$ cat src/rtl/kcc_pkg.sv
// Shared types and codes for the kanji code converter.
package kcc_pkg;

	// encoding codes for input_code / output_code
	localparam logic [2:0] CODE_EUC      = 3'd0;
	localparam logic [2:0] CODE_SJIS     = 3'd1;
	localparam logic [2:0] CODE_JIS_AT_H = 3'd2;
	localparam logic [2:0] CODE_JIS_AT_J = 3'd3;
	localparam logic [2:0] CODE_JIS_AT_B = 3'd4;
	localparam logic [2:0] CODE_JIS_B_H  = 3'd5;
	localparam logic [2:0] CODE_JIS_B_J  = 3'd6;
	localparam logic [2:0] CODE_JIS_B_B  = 3'd7;

	// configuration register indexes
	localparam logic [1:0] REG_INPUT_CODE  = 2'd0;
	localparam logic [1:0] REG_OUTPUT_CODE = 2'd1;
	localparam logic [1:0] REG_KANJI_BS_EN = 2'd2;

	// decoder modes
	localparam int         MODE_W      = 4;
	localparam logic [3:0] MODE_ASCII  = 4'd0;
	localparam logic [3:0] MODE_LEAD   = 4'd1;
	localparam logic [3:0] MODE_TRAIL  = 4'd2;
	localparam logic [3:0] MODE_ESC    = 4'd3;
	localparam logic [3:0] MODE_KESC   = 4'd4;
	localparam logic [3:0] MODE_ESCDL  = 4'd5;
	localparam logic [3:0] MODE_ESCPAR = 4'd6;
	localparam logic [3:0] MODE_KESCDL = 4'd7;
	localparam logic [3:0] MODE_KESCPR = 4'd8;

	// special bytes
	localparam logic [7:0] ESC_BYTE    = 8'h1b;
	localparam logic [7:0] BS_BYTE     = 8'h08;
	localparam logic [7:0] DOLLAR_BYTE = 8'h24;
	localparam logic [7:0] PAREN_BYTE  = 8'h28;
	localparam logic [7:0] AT_BYTE     = 8'h40;
	localparam logic [7:0] B_BYTE      = 8'h42;
	localparam logic [7:0] H_BYTE      = 8'h48;
	localparam logic [7:0] J_BYTE      = 8'h4a;
	localparam logic [7:0] DEL_BYTE    = 8'h7f;
	localparam logic [7:0] SPACE_BYTE  = 8'h20;

	typedef struct packed {
		logic [2:0] input_code;
		logic [2:0] output_code;
		logic       kanji_backspace_enable;
	} cfg_t;

	typedef struct packed {
		logic [MODE_W-1:0] mode;
		logic [7:0]        lead;
	} dec_state_t;

	// up to four output bytes caused by one input byte
	typedef struct packed {
		logic [3:0][7:0] data;
		logic [2:0]      count;
	} run_t;

endpackage

$ cat src/rtl/kcc_if.sv
// Valid/ready channel interfaces for input and output bytes.
interface kcc_in_if;
	logic       valid;
	logic       ready;
	logic [7:0] in_byte;

	modport source (output valid, output in_byte, input ready);
	modport sink (input valid, input in_byte, output ready);
endinterface

interface kcc_out_if;
	logic       valid;
	logic       ready;
	logic [7:0] out_byte;
	logic       last_of_run;

	modport source (output valid, output out_byte, output last_of_run, input ready);
	modport sink (input valid, input out_byte, input last_of_run, output ready);
endinterface

$ cat src/rtl/kcc_decoder.sv
// Decoder: next mode and output run for one input byte.
module kcc_decoder (
	input  kcc_pkg::cfg_t       cfg,
	input  kcc_pkg::dec_state_t state_cur,
	input  logic [7:0]          in_byte,
	output kcc_pkg::dec_state_t state_nxt,
	output kcc_pkg::run_t       run
);

	localparam logic [2:0] EMIT_NONE  = 3'd0;
	localparam logic [2:0] EMIT_BYTE  = 3'd1;
	localparam logic [2:0] EMIT_PAIR  = 3'd2;
	localparam logic [2:0] EMIT_ESC   = 3'd3;
	localparam logic [2:0] EMIT_KIN   = 3'd4;
	localparam logic [2:0] EMIT_LEAVE = 3'd5;

	logic       in_jis;
	logic       out_jis;
	logic [2:0] emit;
	logic [7:0] kin_last;
	logic [7:0] kout_last;
	logic [7:0] c_hi, c_lo, d_hi, d_lo, sj_hi, sj_lo;
	logic [7:0] e_hi, e_lo;
	logic [7:0] conv_hi, conv_lo;

	assign in_jis  = cfg.input_code >= kcc_pkg::CODE_JIS_AT_H;
	assign out_jis = cfg.output_code >= kcc_pkg::CODE_JIS_AT_H;

	// final byte of the kanji-in and kanji-out escapes
	always_comb begin
		case (cfg.output_code) inside
			kcc_pkg::CODE_JIS_AT_H, kcc_pkg::CODE_JIS_AT_J,
			kcc_pkg::CODE_JIS_AT_B: kin_last = kcc_pkg::AT_BYTE;
			default:                kin_last = kcc_pkg::B_BYTE;
		endcase
		case (cfg.output_code) inside
			kcc_pkg::CODE_JIS_AT_H, kcc_pkg::CODE_JIS_B_H: kout_last = kcc_pkg::H_BYTE;
			kcc_pkg::CODE_JIS_AT_J, kcc_pkg::CODE_JIS_B_J: kout_last = kcc_pkg::J_BYTE;
			default:                                       kout_last = kcc_pkg::B_BYTE;
		endcase
	end

	// kanji pair conversion, all arithmetic mod 256
	always_comb begin
		c_hi = state_cur.lead & 8'h7f;
		c_lo = in_byte & 8'h7f;
		// JIS row/cell to Shift-JIS
		d_hi = c_hi - 8'h20;
		d_lo = c_lo - 8'h20;
		if (!d_hi[0])
			d_lo = d_lo + 8'd94;
		if (d_hi == 8'h00)
			sj_hi = 8'h80;
		else
			sj_hi = ((d_hi - 8'd1) >> 1) + 8'h81;
		sj_lo = d_lo + 8'h3f;
		if (sj_hi > 8'h9f)
			sj_hi = sj_hi + 8'h40;
		if (sj_lo > 8'h7e)
			sj_lo = sj_lo + 8'd1;
		// Shift-JIS to JIS row/cell
		e_hi = (state_cur.lead > 8'h9f) ? state_cur.lead - 8'h40 : state_cur.lead;
		e_hi = (e_hi - 8'h81) << 1;
		e_lo = (in_byte > 8'h7e) ? in_byte - 8'd1 : in_byte;
		if (e_lo > 8'h9d) begin
			e_lo = e_lo - 8'h9d;
			e_hi = e_hi + 8'd2;
		end else begin
			e_lo = e_lo - 8'h3f;
			e_hi = e_hi + 8'd1;
		end

		if (cfg.input_code == cfg.output_code || (in_jis && out_jis)) begin
			conv_hi = state_cur.lead;
			conv_lo = in_byte;
		end else if (cfg.input_code != kcc_pkg::CODE_SJIS) begin
			if (out_jis) begin
				conv_hi = c_hi;
				conv_lo = c_lo;
			end else if (cfg.output_code == kcc_pkg::CODE_EUC) begin
				conv_hi = c_hi | 8'h80;
				conv_lo = c_lo | 8'h80;
			end else begin
				conv_hi = sj_hi;
				conv_lo = sj_lo;
			end
		end else if (cfg.output_code == kcc_pkg::CODE_EUC) begin
			conv_hi = e_hi + 8'ha0;
			conv_lo = e_lo + 8'ha0;
		end else begin
			conv_hi = e_hi + kcc_pkg::SPACE_BYTE;
			conv_lo = e_lo + kcc_pkg::SPACE_BYTE;
		end
	end

	// mode transitions
	always_comb begin
		state_nxt = state_cur;
		emit      = EMIT_NONE;
		if (!in_jis) begin
			unique case (state_cur.mode)
				kcc_pkg::MODE_LEAD: begin
					state_nxt.mode = kcc_pkg::MODE_TRAIL;
					emit           = EMIT_PAIR;
				end
				kcc_pkg::MODE_TRAIL: begin
					if (in_byte[7]) begin
						state_nxt.mode = kcc_pkg::MODE_LEAD;
						state_nxt.lead = in_byte;
					end else if (cfg.kanji_backspace_enable && in_byte == kcc_pkg::BS_BYTE) begin
						emit = EMIT_BYTE;
					end else begin
						state_nxt.mode = kcc_pkg::MODE_ASCII;
						emit           = EMIT_LEAVE;
					end
				end
				default: begin
					// escape modes left over from a JIS setting read as ascii
					if (in_byte[7]) begin
						state_nxt.mode = kcc_pkg::MODE_LEAD;
						state_nxt.lead = in_byte;
						emit           = EMIT_KIN;
					end else begin
						state_nxt.mode = kcc_pkg::MODE_ASCII;
						emit           = EMIT_BYTE;
					end
				end
			endcase
		end else begin
			unique case (state_cur.mode)
				kcc_pkg::MODE_LEAD: begin
					if (in_byte != kcc_pkg::ESC_BYTE) begin
						state_nxt.mode = kcc_pkg::MODE_TRAIL;
						emit           = EMIT_PAIR;
					end
				end
				kcc_pkg::MODE_TRAIL: begin
					if (in_byte == kcc_pkg::ESC_BYTE) begin
						state_nxt.mode = kcc_pkg::MODE_KESC;
					end else if (cfg.kanji_backspace_enable && in_byte == kcc_pkg::BS_BYTE) begin
						emit = EMIT_BYTE;
					end else if (in_byte < kcc_pkg::SPACE_BYTE || in_byte == kcc_pkg::DEL_BYTE) begin
						state_nxt.mode = kcc_pkg::MODE_ASCII;
						emit           = EMIT_LEAVE;
					end else begin
						state_nxt.mode = kcc_pkg::MODE_LEAD;
						state_nxt.lead = in_byte;
					end
				end
				kcc_pkg::MODE_ESC: begin
					if (in_byte == kcc_pkg::DOLLAR_BYTE) begin
						state_nxt.mode = kcc_pkg::MODE_ESCDL;
					end else if (in_byte == kcc_pkg::PAREN_BYTE) begin
						state_nxt.mode = kcc_pkg::MODE_ESCPAR;
					end else begin
						state_nxt.mode = kcc_pkg::MODE_ASCII;
						emit           = EMIT_ESC;
					end
				end
				kcc_pkg::MODE_KESC: begin
					if (in_byte == kcc_pkg::PAREN_BYTE) begin
						state_nxt.mode = kcc_pkg::MODE_KESCPR;
					end else if (in_byte == kcc_pkg::DOLLAR_BYTE) begin
						state_nxt.mode = kcc_pkg::MODE_KESCDL;
					end else begin
						// unknown escape inside kanji: wait for a trail on the held lead
						state_nxt.mode = kcc_pkg::MODE_LEAD;
						emit           = EMIT_ESC;
					end
				end
				kcc_pkg::MODE_ESCDL: begin
					state_nxt.mode = kcc_pkg::MODE_TRAIL;
					emit           = EMIT_KIN;
				end
				kcc_pkg::MODE_KESCPR: begin
					state_nxt.mode = kcc_pkg::MODE_ASCII;
					emit           = EMIT_LEAVE;
				end
				kcc_pkg::MODE_ESCPAR: begin
					state_nxt.mode = kcc_pkg::MODE_ASCII;
				end
				kcc_pkg::MODE_KESCDL: begin
					state_nxt.mode = kcc_pkg::MODE_TRAIL;
				end
				default: begin
					if (in_byte == kcc_pkg::ESC_BYTE) begin
						state_nxt.mode = kcc_pkg::MODE_ESC;
					end else begin
						state_nxt.mode = kcc_pkg::MODE_ASCII;
						emit           = EMIT_BYTE;
					end
				end
			endcase
		end
	end

	// the byte after ESC ( in kanji is consumed, so a JIS leave carries no byte of its own
	logic leave_has_byte;
	assign leave_has_byte = !(in_jis && state_cur.mode == kcc_pkg::MODE_KESCPR);

	always_comb begin
		run = '0;
		unique case (emit)
			EMIT_BYTE: begin
				run.data[0] = in_byte;
				run.count   = 3'd1;
			end
			EMIT_PAIR: begin
				run.data[0] = conv_hi;
				run.data[1] = conv_lo;
				run.count   = 3'd2;
			end
			EMIT_ESC: begin
				run.data[0] = kcc_pkg::ESC_BYTE;
				run.data[1] = in_byte;
				run.count   = 3'd2;
			end
			EMIT_KIN: begin
				if (out_jis) begin
					run.data[0] = kcc_pkg::ESC_BYTE;
					run.data[1] = kcc_pkg::DOLLAR_BYTE;
					run.data[2] = kin_last;
					run.count   = 3'd3;
				end
			end
			EMIT_LEAVE: begin
				if (out_jis) begin
					run.data[0] = kcc_pkg::ESC_BYTE;
					run.data[1] = kcc_pkg::PAREN_BYTE;
					run.data[2] = kout_last;
					run.data[3] = in_byte;
					run.count   = leave_has_byte ? 3'd4 : 3'd3;
				end else if (leave_has_byte) begin
					run.data[0] = in_byte;
					run.count   = 3'd1;
				end
			end
			default: begin
				run = '0;
			end
		endcase
	end

endmodule

$ cat src/rtl/kcc_run_fifo.sv
// Two-entry run buffer that unloads one output word per cycle while the receiver is ready.
module kcc_run_fifo (
	input  logic              clk,
	input  logic              arst_n,
	input  logic              push,
	input  kcc_pkg::run_t     push_run,
	output logic              full,
	kcc_out_if.source         out_chan
);

	kcc_pkg::run_t mem [2];
	kcc_pkg::run_t head;
	logic [1:0]    cnt_q;
	logic          wr_q;
	logic          rd_q;
	logic [1:0]    idx_q;
	logic          step;
	logic          pop;
	logic          last;

	assign head                 = mem[rd_q];
	assign full                 = cnt_q == 2'd2;
	assign last                 = {1'b0, idx_q} == head.count - 3'd1;
	assign out_chan.valid       = cnt_q != 2'd0;
	assign out_chan.out_byte    = head.data[idx_q];
	assign out_chan.last_of_run = last;
	assign step                 = out_chan.valid && out_chan.ready;
	assign pop                  = step && last;

	always_ff @(posedge clk) begin
		if (push)
			mem[wr_q] <= push_run;
	end

	always_ff @(posedge clk or negedge arst_n) begin
		if (!arst_n) begin
			cnt_q <= 2'd0;
			wr_q  <= 1'b0;
			rd_q  <= 1'b0;
			idx_q <= 2'd0;
		end else begin
			if (push)
				wr_q <= !wr_q;
			if (pop)
				rd_q <= !rd_q;
			if (step)
				idx_q <= last ? 2'd0 : idx_q + 2'd1;
			case ({push, pop})
				2'b10:   cnt_q <= cnt_q + 2'd1;
				2'b01:   cnt_q <= cnt_q - 2'd1;
				default: cnt_q <= cnt_q;
			endcase
		end
	end

	a_no_push_full: assert property (@(posedge clk) disable iff (!arst_n)
		push |-> !full)
		else $error("run pushed into full buffer");

	a_run_nonempty: assert property (@(posedge clk) disable iff (!arst_n)
		push |-> (push_run.count != 3'd0 && push_run.count <= 3'd4))
		else $error("run pushed with bad word count");

	a_run_continues: assert property (@(posedge clk) disable iff (!arst_n)
		(step && !last) |=> (out_chan.valid && idx_q != 2'd0))
		else $error("run dropped before its last word");

endmodule

$ cat src/rtl/kanji_code_converter_top.sv
// Top level of the kanji code converter: input stage, decoder state, run buffer.
// Data path: an accepted byte is registered in the input stage, decoded combinationally,
// and its run is registered into the run buffer, which presents its output words.
// Throughput: one output word per cycle on the byte-wide result port while the receiver
// is ready; bytes that cause n words (n up to 4) hold back later input while the run
// buffer is full, and bytes that cause zero or one word flow at one per cycle.
// Reset: ascii mode, lead byte zero, configuration zero, buffers empty.
module kanji_code_converter_top (
	input  logic       clk,
	input  logic       arst_n,
	input  logic       cfg_we,
	input  logic [1:0] cfg_index,
	input  logic [2:0] cfg_wdata,
	kcc_in_if.sink     in_chan,
	kcc_out_if.source  out_chan
);

	kcc_pkg::cfg_t       cfg_q;
	kcc_pkg::dec_state_t state_q;
	kcc_pkg::dec_state_t state_nxt;
	kcc_pkg::run_t       run;
	logic                valid_s1;
	logic [7:0]          byte_s1;
	logic                full;
	logic                advance;
	logic                push;
	logic                in_take;

	assign advance       = valid_s1 && (run.count == 3'd0 || !full);
	assign push          = advance && run.count != 3'd0;
	assign in_chan.ready = !valid_s1 || advance;
	assign in_take       = in_chan.valid && in_chan.ready;

	always_ff @(posedge clk or negedge arst_n) begin
		if (!arst_n) begin
			cfg_q <= '0;
		end else if (cfg_we) begin
			unique case (cfg_index)
				kcc_pkg::REG_INPUT_CODE:  cfg_q.input_code <= cfg_wdata;
				kcc_pkg::REG_OUTPUT_CODE: cfg_q.output_code <= cfg_wdata;
				kcc_pkg::REG_KANJI_BS_EN: cfg_q.kanji_backspace_enable <= cfg_wdata[0];
				default:                  cfg_q <= cfg_q;
			endcase
		end
	end

	always_ff @(posedge clk or negedge arst_n) begin
		if (!arst_n) begin
			valid_s1 <= 1'b0;
			state_q  <= '{mode: kcc_pkg::MODE_ASCII, lead: 8'h00};
		end else begin
			if (in_take)
				valid_s1 <= 1'b1;
			else if (advance)
				valid_s1 <= 1'b0;
			if (advance)
				state_q <= state_nxt;
		end
	end

	always_ff @(posedge clk) begin
		if (in_take)
			byte_s1 <= in_chan.in_byte;
	end

	kcc_decoder u_decoder (
		.cfg       (cfg_q),
		.state_cur (state_q),
		.in_byte   (byte_s1),
		.state_nxt (state_nxt),
		.run       (run)
	);

	kcc_run_fifo u_run_fifo (
		.clk      (clk),
		.arst_n   (arst_n),
		.push     (push),
		.push_run (run),
		.full     (full),
		.out_chan (out_chan)
	);

	a_s1_holds: assert property (@(posedge clk) disable iff (!arst_n)
		(valid_s1 && !advance) |=> (valid_s1 && $stable(byte_s1) && $stable(state_q)))
		else $error("stalled byte or state changed");

	a_four_needs_jis: assert property (@(posedge clk) disable iff (!arst_n)
		(push && run.count == 3'd4) |-> cfg_q.output_code >= kcc_pkg::CODE_JIS_AT_H)
		else $error("four-word run without JIS output");

	a_ready_when_empty: assert property (@(posedge clk) disable iff (!arst_n)
		!valid_s1 |-> in_chan.ready)
		else $error("input held off with an empty stage");

endmodule

$ cat src/flat_wrapper.sv
// flat-port wrapper written by rule: the top's interface ports become plain ports
module kanji_code_converter_top_flat 
  (clk, arst_n, cfg_we, cfg_index, cfg_wdata, in_chan_valid, in_chan_in_byte, in_chan_ready, out_chan_valid, out_chan_out_byte, out_chan_last_of_run, out_chan_ready);
  kcc_in_if in_chan_i ();
  kcc_out_if out_chan_i ();
  input  logic clk;
  input  logic arst_n;
  input  logic cfg_we;
  input  logic [1:0] cfg_index;
  input  logic [2:0] cfg_wdata;
  input wire logic [$bits(in_chan_i.valid)-1:0] in_chan_valid;
  input wire logic [$bits(in_chan_i.in_byte)-1:0] in_chan_in_byte;
  output wire logic [$bits(in_chan_i.ready)-1:0] in_chan_ready;
  output wire logic [$bits(out_chan_i.valid)-1:0] out_chan_valid;
  output wire logic [$bits(out_chan_i.out_byte)-1:0] out_chan_out_byte;
  output wire logic [$bits(out_chan_i.last_of_run)-1:0] out_chan_last_of_run;
  input wire logic [$bits(out_chan_i.ready)-1:0] out_chan_ready;
  assign in_chan_i.valid = in_chan_valid;
  assign in_chan_i.in_byte = in_chan_in_byte;
  assign in_chan_ready = in_chan_i.ready;
  assign out_chan_valid = out_chan_i.valid;
  assign out_chan_out_byte = out_chan_i.out_byte;
  assign out_chan_last_of_run = out_chan_i.last_of_run;
  assign out_chan_i.ready = out_chan_ready;
  kanji_code_converter_top u_core (.clk(clk), .arst_n(arst_n), .cfg_we(cfg_we), .cfg_index(cfg_index), .cfg_wdata(cfg_wdata), .in_chan(in_chan_i), .out_chan(out_chan_i));
endmodule
$ cat config.mk
export PLATFORM = sky130hd
export DESIGN_NAME = kanji_code_converter_top_flat
export DESIGN_NICKNAME = d
export VERILOG_FILES = /design/src/rtl/kcc_pkg.sv /design/src/rtl/kcc_if.sv /design/src/rtl/kcc_decoder.sv /design/src/rtl/kcc_run_fifo.sv /design/src/rtl/kanji_code_converter_top.sv /design/src/flat_wrapper.sv
export SDC_FILE = /design/constraint.sdc
export NUM_CORES = 1
export LEC_CHECK = 0
export BUFFER_PORTS_ARGS = -buffer_cell sky130_fd_sc_hd__buf_2
export CAP_MARGIN = 10
export CORE_MARGIN = 4
export CORE_UTILIZATION = 60
export DETAILED_ROUTE_END_ITERATION = 8
export PLACE_DENSITY = 0.83
export SLEW_MARGIN = 20
export SYNTH_ARGS = -nofsm -noshare
export SYNTH_HDL_FRONTEND = slang
export SYNTH_SLANG_ARGS = --single-unit
$ cat constraint.sdc
create_clock -name clk -period 6.14 [get_ports clk]
set_input_delay 0.921 -clock clk [delete_from_list [all_inputs] [get_ports clk]]
set_output_delay 0.921 -clock clk [all_outputs]
set_load 0.05 [all_outputs]
==> flow_metrics.tcl, run 1 <==
set metrics [dict create \
    outcome "complete, no violations" \
    synth_edf_count 68 \
    cp.required_ps 6320 \
    num_vias 5729 \
    die-area_um2 13300 \
    area_growth_pct 7.36 \
    avgSynthCellArea_um2 10.2 \
    fin_crit_ps 4930 \
    design.core.area_um2 11100 \
    min_path_type "flip-flop to flip-flop" \
    cts_root_buffer "clkbuf_16" \
    synth_compound_area_share_pct 17.5 \
    fp.dieH_um 115 \
    ctsHtreeMaxLevel 3 \
    synth-seq-cells 94 \
    cts_resized 0 \
    dp_hpwl_um 13700 \
    first_iter_violations 732 \
    gp_congestion 1.06 \
    antenna_found_initial 0 \
    fin_skew_ps 9.72 \
    finalSetupViolCount 0 \
    fillers 871 \
    power_density_nw_per_um2 553 \
    slew_violations 0 \
    viasPerCell 6.84 \
    routed_wl_um 18600 \
    die_width_um 115 \
    synth_area_leader_cell "edfxtp_1" \
    cts_setup_buffers 0 \
    path_class "flip-flop to flip-flop" \
    async_flop_share_pct 27.7 \
    drive_gt1_share_pct 16.2 \
    worst_pin_slew_ps 855 \
    hold_buffers 0 \
    antennaDiodeCount 0 \
    setup_ws_ps 1210 \
    fmax_mhz 203 \
    post-route-period-util_pct 80.3 \
    muxShareOfSynthArea_pct 9.26 \
    syn-cell-area_um2 6930 \
    cts_tree "done" \
    critical_path.startpoint_type "flip-flop" \
    synth_most_common_cell "edfxtp_1" \
    synth_commonest_cells "edfxtp_1, nor2_1, nand2_1" \
    finalSetupTns_ps 0 \
    io_pins 29 \
    numPortBuffers 28 \
    dr.pass1.iters 6 \
    cp.arrival_ps 5110 \
    synth-warning-count 0 \
    clk_pin_slew_ps 70 \
    p_leak_nw 2.84 \
    grt-ovfl-total 0 \
    yosys.area_share.simple_pct 17.8 \
    ant_nets 0 \
    cts_buffers 9 \
    synth_nets 726 \
    synth_area_leaders "edfxtp_1, dfrtp_1, ha_1, xnor2_1, mux4_2" \
    synth-xor-area-share_pct 7.31 \
    place_ws_ps 1310 \
    seq_area_frac_synth_pct 38.8 \
    endpoint_kind "flip-flop" \
    drc 0 \
    synth_cells 681 \
    clk_path_buf_depth 2 \
    synth_top_family_by_area "simple AND/OR/NAND/NOR gates" \
    synthAdderAreaFrac_pct 4.87 \
    initial_core_util_pct 62.6 \
    synth.distinct_cells 96 \
    grt_max_degree 31 \
    clock_latency_ps 360 \
    final_hold_viol_count 0 \
    post-synth-top-area-fraction_pct 29.5 \
    placementRows 38 \
    wl_per_cell_um 22.2 \
    grt_usage_pct 28.9 \
    ir_drop_mv 0.428 \
    synthFlopType "edfxtp_1" \
    fin_nets 738 \
    drv_cap 0 \
    grt_pass1_wl_um 29600 \
    grt_pass1_vias 5534 \
    grt_setup_unrepaired "no" \
    crit_fanout 13 \
    slew_headroom_pct 42.5 \
    cts_sinks 94 \
]
## where the power goes
group	switching, W	leakage [nW]	internal, W	total (W)
Sequential	0.000217	0.958	0.000982	0.00120
Combinational	0.00150	1.74	0.000866	0.00236
Clock	0.000268	0.143	0.000287	0.000555
Total	0.00198	2.84	0.00214	0.00412
## layout by cell type (no fill, tap or decap), types with 6 or more instances in the layout
cell type  instances
o21ai_0           29
clkbuf_16          9
xor2_1            18
nand2_1           42
ha_1              27
a32oi_1            6
nand3_1           13
and2_1             7
o21ai_1            6
nor2b_1            7
edfxtp_1          68
buf_2             28
dfrtp_1           26
nor3_1            29
a21oi_1           25
inv_1             30
or2_2              6
mux4_2            11
xnor2_1           38
buf_4              9
o22ai_1            9
nand2b_1           7
nor2_1            48
mux2i_1           18
nor3b_1            6
mux2_2            12
o211ai_1           8
nand4_1            9
## flip-flops by register name, indices dropped and copies added, names as in the netlist
name,cells
u_core.state_q,12
u_core.u_run_fifo.idx_q,2
u_core.byte_s1,8
u_core.u_run_fifo.wr_q,1
u_core.u_run_fifo.cnt_q,2
u_core.u_run_fifo.rd_q,1
u_core.valid_s1,1
u_core.u_run_fifo.mem,60
u_core.cfg_q,7
## cells by family after synthesis
| family | Yosys count |
|---|---|
| buf+inv | 70 |
| mux | 47 |
| xor+xnor | 57 |
| fa+ha+maj | 27 |
| compound gates | 163 |
| flops | 94 |
| simple gates | 223 |
## layout make-up
class	instances	area [um2]	area share (%)
flip-flops and latches	94	2690	36.2
clock buffers	9	225	3.03
inverters	34	128	1.71
repair buffers	37	208	2.79
clock inverters	7	72.6	0.975
well taps	140	175	2.35
multi-input cells	517	3940	53.0
## worst paths after layout
kind / cells after the start / to / from / slack [ps]
max: 18 / u_core.u_run_fifo.mem[1][10] / u_core.byte_s1[0] / 1210
min: 1 / u_core.cfg_q[5] / u_core.cfg_q[5] / 540
max reg2reg: 18 / u_core.u_run_fifo.mem[1][10] / u_core.byte_s1[0] / 1210
min reg2reg: 1 / u_core.cfg_q[5] / u_core.cfg_q[5] / 540
max in group asynchronous: 1 / u_core.u_run_fifo.idx_q[0] / arst_n / 5090
min in group asynchronous: 1 / u_core.state_q[3] / arst_n / 600
## through the flow
step                      hold slack, ps  cell area [um2]  total power [W]  utilization, %  std cells
after global placement               500             7140          0.00342            64.5        822
after CTS                            541             7440          0.00407            67.2        838
after detailed placement             524             7140          0.00350            64.5        822
after floorplan                      468             6930          0.00294               -        681
after global routing                 553             7440          0.00434            67.2        838
final                                543             7440          0.00412            67.2        838
## metal layers
| metal | GRT usage, % | vias up | part of all wire (%) |
|---|---|---|---|
| met5 | 0 | - | 0 |
| met4 | 10.1 | 0 | 3.8 |
| met3 | 5.22 | 67 | 8.7 |
| met2 | 47.1 | 306 | 47 |
| met1 | 39.0 | 2754 | 40 |
| li1 | - | 2602 | - |
## critical path, stage by stage, from the launching register on
cell and delay (ps):
edfxtp_1 660, inv_1 290, ha_1 270, inv_1 80, a41oi_2 250, xnor2_1 400, inv_1 130, ha_1 280
or2_2 330, o21bai_1 170, a21o_1 370, nor3_1 260, xnor2_1 120, ha_1 220, xnor2_1 200, xnor2_1 180
xnor2_1 100, o221a_2 250, o21ai_1 200
No activity file was read; power rests on OpenSTA's default activity.
==> run 2: changes to the inputs <==
Clock period 6.14 ns to 4.7 ns, I/O delays scaled along.
==> run 2 against run 1 <==
Via count barely moved. Highest routed layer unchanged. Die area is the same. Clock skew about the same. Critical endpoint is now in_chan_ready. Sequential power rose by 29%. Clock power up 32%. Largest cell class unchanged. Register-to-register slack got worse by 770 ps.
==> flow_metrics.tcl, run 2 (synthesis gave the netlist of run 1 again) <==
set metrics [dict create \
    regMostFlops "u_core.u_run_fifo.mem" \
    drc 0 \
    grt-ovfl-total 0 \
    io_pins 29 \
    grt_pass1_vias 5487 \
    drive_gt1_share_pct 17.7 \
    viasPerCell 6.74 \
    die-area_um2 13300 \
    antenna_found_initial 0 \
    crit_fanout 13 \
    final_hold_viol_count 0 \
    area_growth_pct 8.68 \
    final_cell_mix "edfxtp_1, nor2_1, nand2_1" \
    holdWs_ps 395 \
    cp.required_ps 3990 \
    post-route-period-util_pct 91.7 \
    hold_buffers 0 \
    grt_usage_pct 29.5 \
    gp_congestion 1.01 \
    drv_cap 0 \
    ctsHtreeMaxLevel 3 \
    routed_wl_um 19000 \
    cts_tree "done" \
    mostFrequentLayoutCell "edfxtp_1" \
    largest_reg_flops 60 \
    design.core.area_um2 11100 \
    antennaDiodeCount 0 \
    top_regs "u_core.u_run_fifo.mem (60), u_core.state_q (12), u_core.byte_s1 (8)" \
    finalSetupViolCount 0 \
    fmax_mhz 232 \
    cts_setup_buffers 0 \
    outcome "complete, no violations" \
    ir_drop_mv 0.579 \
    cts_buffers 9 \
    p_clk_share_pct 13.5 \
    power_density_nw_per_um2 719 \
    min_path_type "input port to asynchronous set/reset pin" \
    power_frac_comb_pct 58.0 \
    cp.arrival_ps 3600 \
    place_ws_ps 497 \
    numPortBuffers 28 \
    clk_path_buf_depth 2 \
    initial_core_util_pct 62.6 \
    cts_root_buffer "clkbuf_16" \
    ant_nets 0 \
    dr.pass1.iters 7 \
    fin_crit_ps 4310 \
    finalSetupTns_ps 0 \
    p_leak_nw 2.90 \
    die_width_um 115 \
    cts_resized 0 \
    fin_skew_ps 9.81 \
    path_class "flip-flop to primary output" \
    p_int_w 0.00283 \
    switching_share_pct 47.8 \
    pwr-share-seq_pct 28.6 \
    placementRows 38 \
    grt_max_degree 31 \
    grt_pass1_wl_um 30000 \
    critical_path.startpoint_type "flip-flop" \
    dp_hpwl_um 14400 \
    wl_per_cell_um 22.3 \
    endpoint_kind "primary output" \
    fp.dieH_um 115 \
    setup_ws_ps 391 \
    worst_pin_slew_ps 755 \
    first_iter_violations 575 \
    p_sw_w 0.00259 \
    grt_setup_unrepaired "no" \
    slew_violations 0 \
    slew_headroom_pct 49.2 \
    fin_nets 751 \
    cts_sinks 94 \
    clock_latency_ps 360 \
    clk_pin_slew_ps 80 \
    num_vias 5734 \
]
-- run 2: layout make-up --
class | instances | area, um2
Clock buffer | 9 | 225
Inverter | 34 | 128
Multi-Input combinational cell | 517 | 3940
Clock inverter | 7 | 66.3
Fill cell | 857 | 3540
Tap cell | 140 | 175
Sequential cell | 94 | 2690
Timing Repair Buffer | 50 | 305
-- run 2: power by group through the flow --
stage               Sequential (W)  Clock (W)  Combinational (W)
global placement           0.00153          0            0.00300
detailed placement         0.00156          0            0.00307
CTS                        0.00155   0.000732            0.00309
global route               0.00158   0.000766            0.00338
finish                     0.00155   0.000730            0.00314
floorplan                  0.00140          0            0.00243
-- run 2: final timing paths --
kind | startpoint | endpoint | slack, ps | cells after the start
max in group asynchronous | arst_n | u_core.cfg_q[3] | 3820 | 1
worst min-delay path | arst_n | u_core.state_q[2] | 400 | 1
min in group clk | in_chan_in_byte[0] | u_core.byte_s1[0] | 520 | 1
worst max register to register | u_core.byte_s1[6] | u_core.u_run_fifo.mem[0][10] | 440 | 16
worst max-delay path | u_core.byte_s1[1] | in_chan_ready | 390 | 10
worst min register to register | u_core.u_run_fifo.wr_q | u_core.u_run_fifo.wr_q | 530 | 1
-- run 2: per-stage QoR --
stage / power, W / instances / utilization (%) / cell area (um2)
2_1_floorplan: 0.00384 / 681 / - / 6930
3_3_place_gp: 0.00453 / 835 / 65.4 / 7240
3_5_place_dp: 0.00463 / 835 / 65.4 / 7240
4_1_cts: 0.00537 / 851 / 68.0 / 7530
5_1_grt: 0.00572 / 851 / 68.0 / 7530
6_report: 0.00542 / 851 / 68.0 / 7530
-- run 2: per-layer routing --
layer	share of wire, %	global-route usage (%)	wire (um)	up-vias
li1	-	-	-	2628
met1	42	38.9	7910	2739
met2	47	47.9	8900	299
met3	7.8	5.38	1490	68
met4	3.8	12.8	714	0
met5	0	0	0	-
-- run 2: critical path: stages, from the launching register on --
cell and delay (ps):
edfxtp_1 480, inv_1 260, ha_1 250, and4bb_1 310, a32oi_1 130, a2111oi_0 380
o32ai_1 190, buf_4 220, o32a_4 220, o2111ai_1 440, buf_2 360
==> run 3: changes to the inputs <==
Settings changed: RECOVER_POWER set to 100.
==> run 3 against run 2 <==
The flow now finishes with violations (capacitance limit, slew limit). Flip-flop and latch count unchanged. Global-route usage unchanged. Clock skew increased by 0.76 ps. Final area decreased by 1.6%. Combinational power decreased by 3%. Setup slack got worse by 160 ps. Fmax decreased by 3.6%. Critical endpoint unchanged.
==> flow_metrics.tcl, run 3 (synthesis gave the netlist of run 1 again) <==
set metrics [dict create \
    outcome "finished, violations left" \
    violations "capacitance limit, slew limit" \
    hold_buffers 0 \
    cts_setup_buffers 0 \
    p_leak_nw 2.82 \
    cts_sinks 94 \
    fillers 890 \
    cp_cell_sequence "clkbuf_1 -> or3_1 -> a311oi_1 -> o21ai_1 -> a21o_1 -> and2_4 -> or2_0 -> inv_1 -> o32a_1 -> o2111ai_1 -> clkbuf_2" \
    grt_pass1_vias 5487 \
    cts_buffers 9 \
    area_growth_pct 6.90 \
    drv_cap 1 \
    cts_tree "done" \
    grt_pass1_wl_um 30000 \
    grt_usage_pct 29.5 \
    antenna_found_initial 0 \
    first_iter_violations 565 \
    clock_latency_ps 360 \
    ctsHtreeMaxLevel 3 \
    drive_gt1_share_pct 13.8 \
    num_vias 5703 \
    fin_crit_ps 4470 \
    drc 0 \
    dp.cells 835 \
    endpoint_kind "primary output" \
    fmax_mhz 224 \
    cp.arrival_ps 3770 \
    dr.pass1.iters 5 \
    worst_pin_slew_ps 1790 \
    slowest_stage "edfxtp_1" \
    holdWs_ps 514 \
    slowest_delay_ps 540 \
    final_cells 851 \
    slew_violations 27 \
    final_cell_mix "edfxtp_1, nor2_1, nand2_1" \
    cts_root_buffer "clkbuf_16" \
    fin_skew_ps 10.6 \
    dp_hpwl_um 14400 \
    grt_setup_unrepaired "no" \
    top_regs "u_core.u_run_fifo.mem (60), u_core.state_q (12), u_core.byte_s1 (8)" \
    crit_fanout 10 \
    io_pins 29 \
    mostFrequentLayoutCell "edfxtp_1" \
    die-area_um2 13300 \
    ant_nets 0 \
    cts_resized 0 \
    routed_wl_um 18900 \
    placementRows 38 \
    regMostFlops "u_core.u_run_fifo.mem" \
    finalInstanceArea_um2 7410 \
    path_class "flip-flop to primary output" \
    clk_pin_slew_ps 80 \
    power_density_nw_per_um2 718 \
    grt-ovfl-total 0 \
    finalSetupViolCount 0 \
    critical_path.startpoint_type "flip-flop" \
    viasPerCell 6.70 \
    final_hold_viol_count 0 \
    fin_nets 751 \
    setup_ws_ps 229 \
    min_path_type "input port to flip-flop" \
    antennaDiodeCount 0 \
    post-route-period-util_pct 95.1 \
    ir_drop_mv 0.553 \
    clk_path_buf_depth 2 \
    fp.dieH_um 115 \
    placed_cell_area_um2 7240 \
    slew_headroom_pct -19.6 \
    initial_core_util_pct 62.6 \
    finalSetupTns_ps 0 \
    design.core.area_um2 11100 \
    grt_max_degree 31 \
    place_ws_ps 497 \
    largest_reg_flops 60 \
    cp.required_ps 3990 \
    die_width_um 115 \
    wl_per_cell_um 22.3 \
    numPortBuffers 28 \
    gp_congestion 1.01 \
]
## run 3: cell types whose count changed in the layout (fill, tap and decap cells not counted), sizes merged
cell	delta
buf	-18
clkbuf	+18
## run 3: path summary, 6_finish.rpt
kind                                               endpoint  slack, ps              startpoint  cells after the start
worst min register to register       u_core.u_run_fifo.wr_q        530  u_core.u_run_fifo.wr_q                      1
max in group asynchronous        u_core.u_run_fifo.cnt_q[0]       2840                  arst_n                      1
min in group asynchronous                 u_core.state_q[2]        810                  arst_n                      1
worst max-delay path                          in_chan_ready        230       u_core.byte_s1[7]                     11
worst max register to register  u_core.u_run_fifo.mem[0][7]        440       u_core.byte_s1[7]                     12
worst min-delay path                      u_core.byte_s1[0]        510      in_chan_in_byte[0]                      1
## run 3: through the flow
stage	power [W]	util, %
after floorplan	0.00384	-
after global placement	0.00453	65.4
after detailed placement	0.00463	65.4
after CTS	0.00537	68.0
after global routing	0.00563	66.9
final	0.00532	66.9
## run 3: critical path: cells and delay by family, from the launching register on
family / cells / cell delay, ps
buffers and inverters: 3 / 810
DFF: 1 / 540
and+or+nand+nor: 3 / 910
AOI/OAI and AO/OA: 5 / 1140
## run 3: where the power goes
part | internal, W | switching, W | total (W)
Clock | 0.000371 | 0.000360 | 0.000731
Sequential | 0.00129 | 0.000259 | 0.00155
Combinational | 0.00110 | 0.00194 | 0.00304
## run 3: layer usage
metal  vias to the layer above  part of all wire (%)  GRT usage, %
met3                        60                   7.2          5.38
met4                         0                   3.1          12.8
li1                       2621                     -             -
met5                         -                     0             0
met2                       267                    47          47.9
met1                      2755                    42          38.9
## run 3: final cells by class
type                            instances  area, um2  share of cell area, %
Multi-Input combinational cell        517       3850                   51.9
Clock inverter                          7       66.3                  0.895
Clock buffer                            9        225                   3.04
Tap cell                              140        175                   2.36
Timing Repair Buffer                   50        274                   3.70
Inverter                               34        128                   1.72
Sequential cell                        94       2690                   36.3
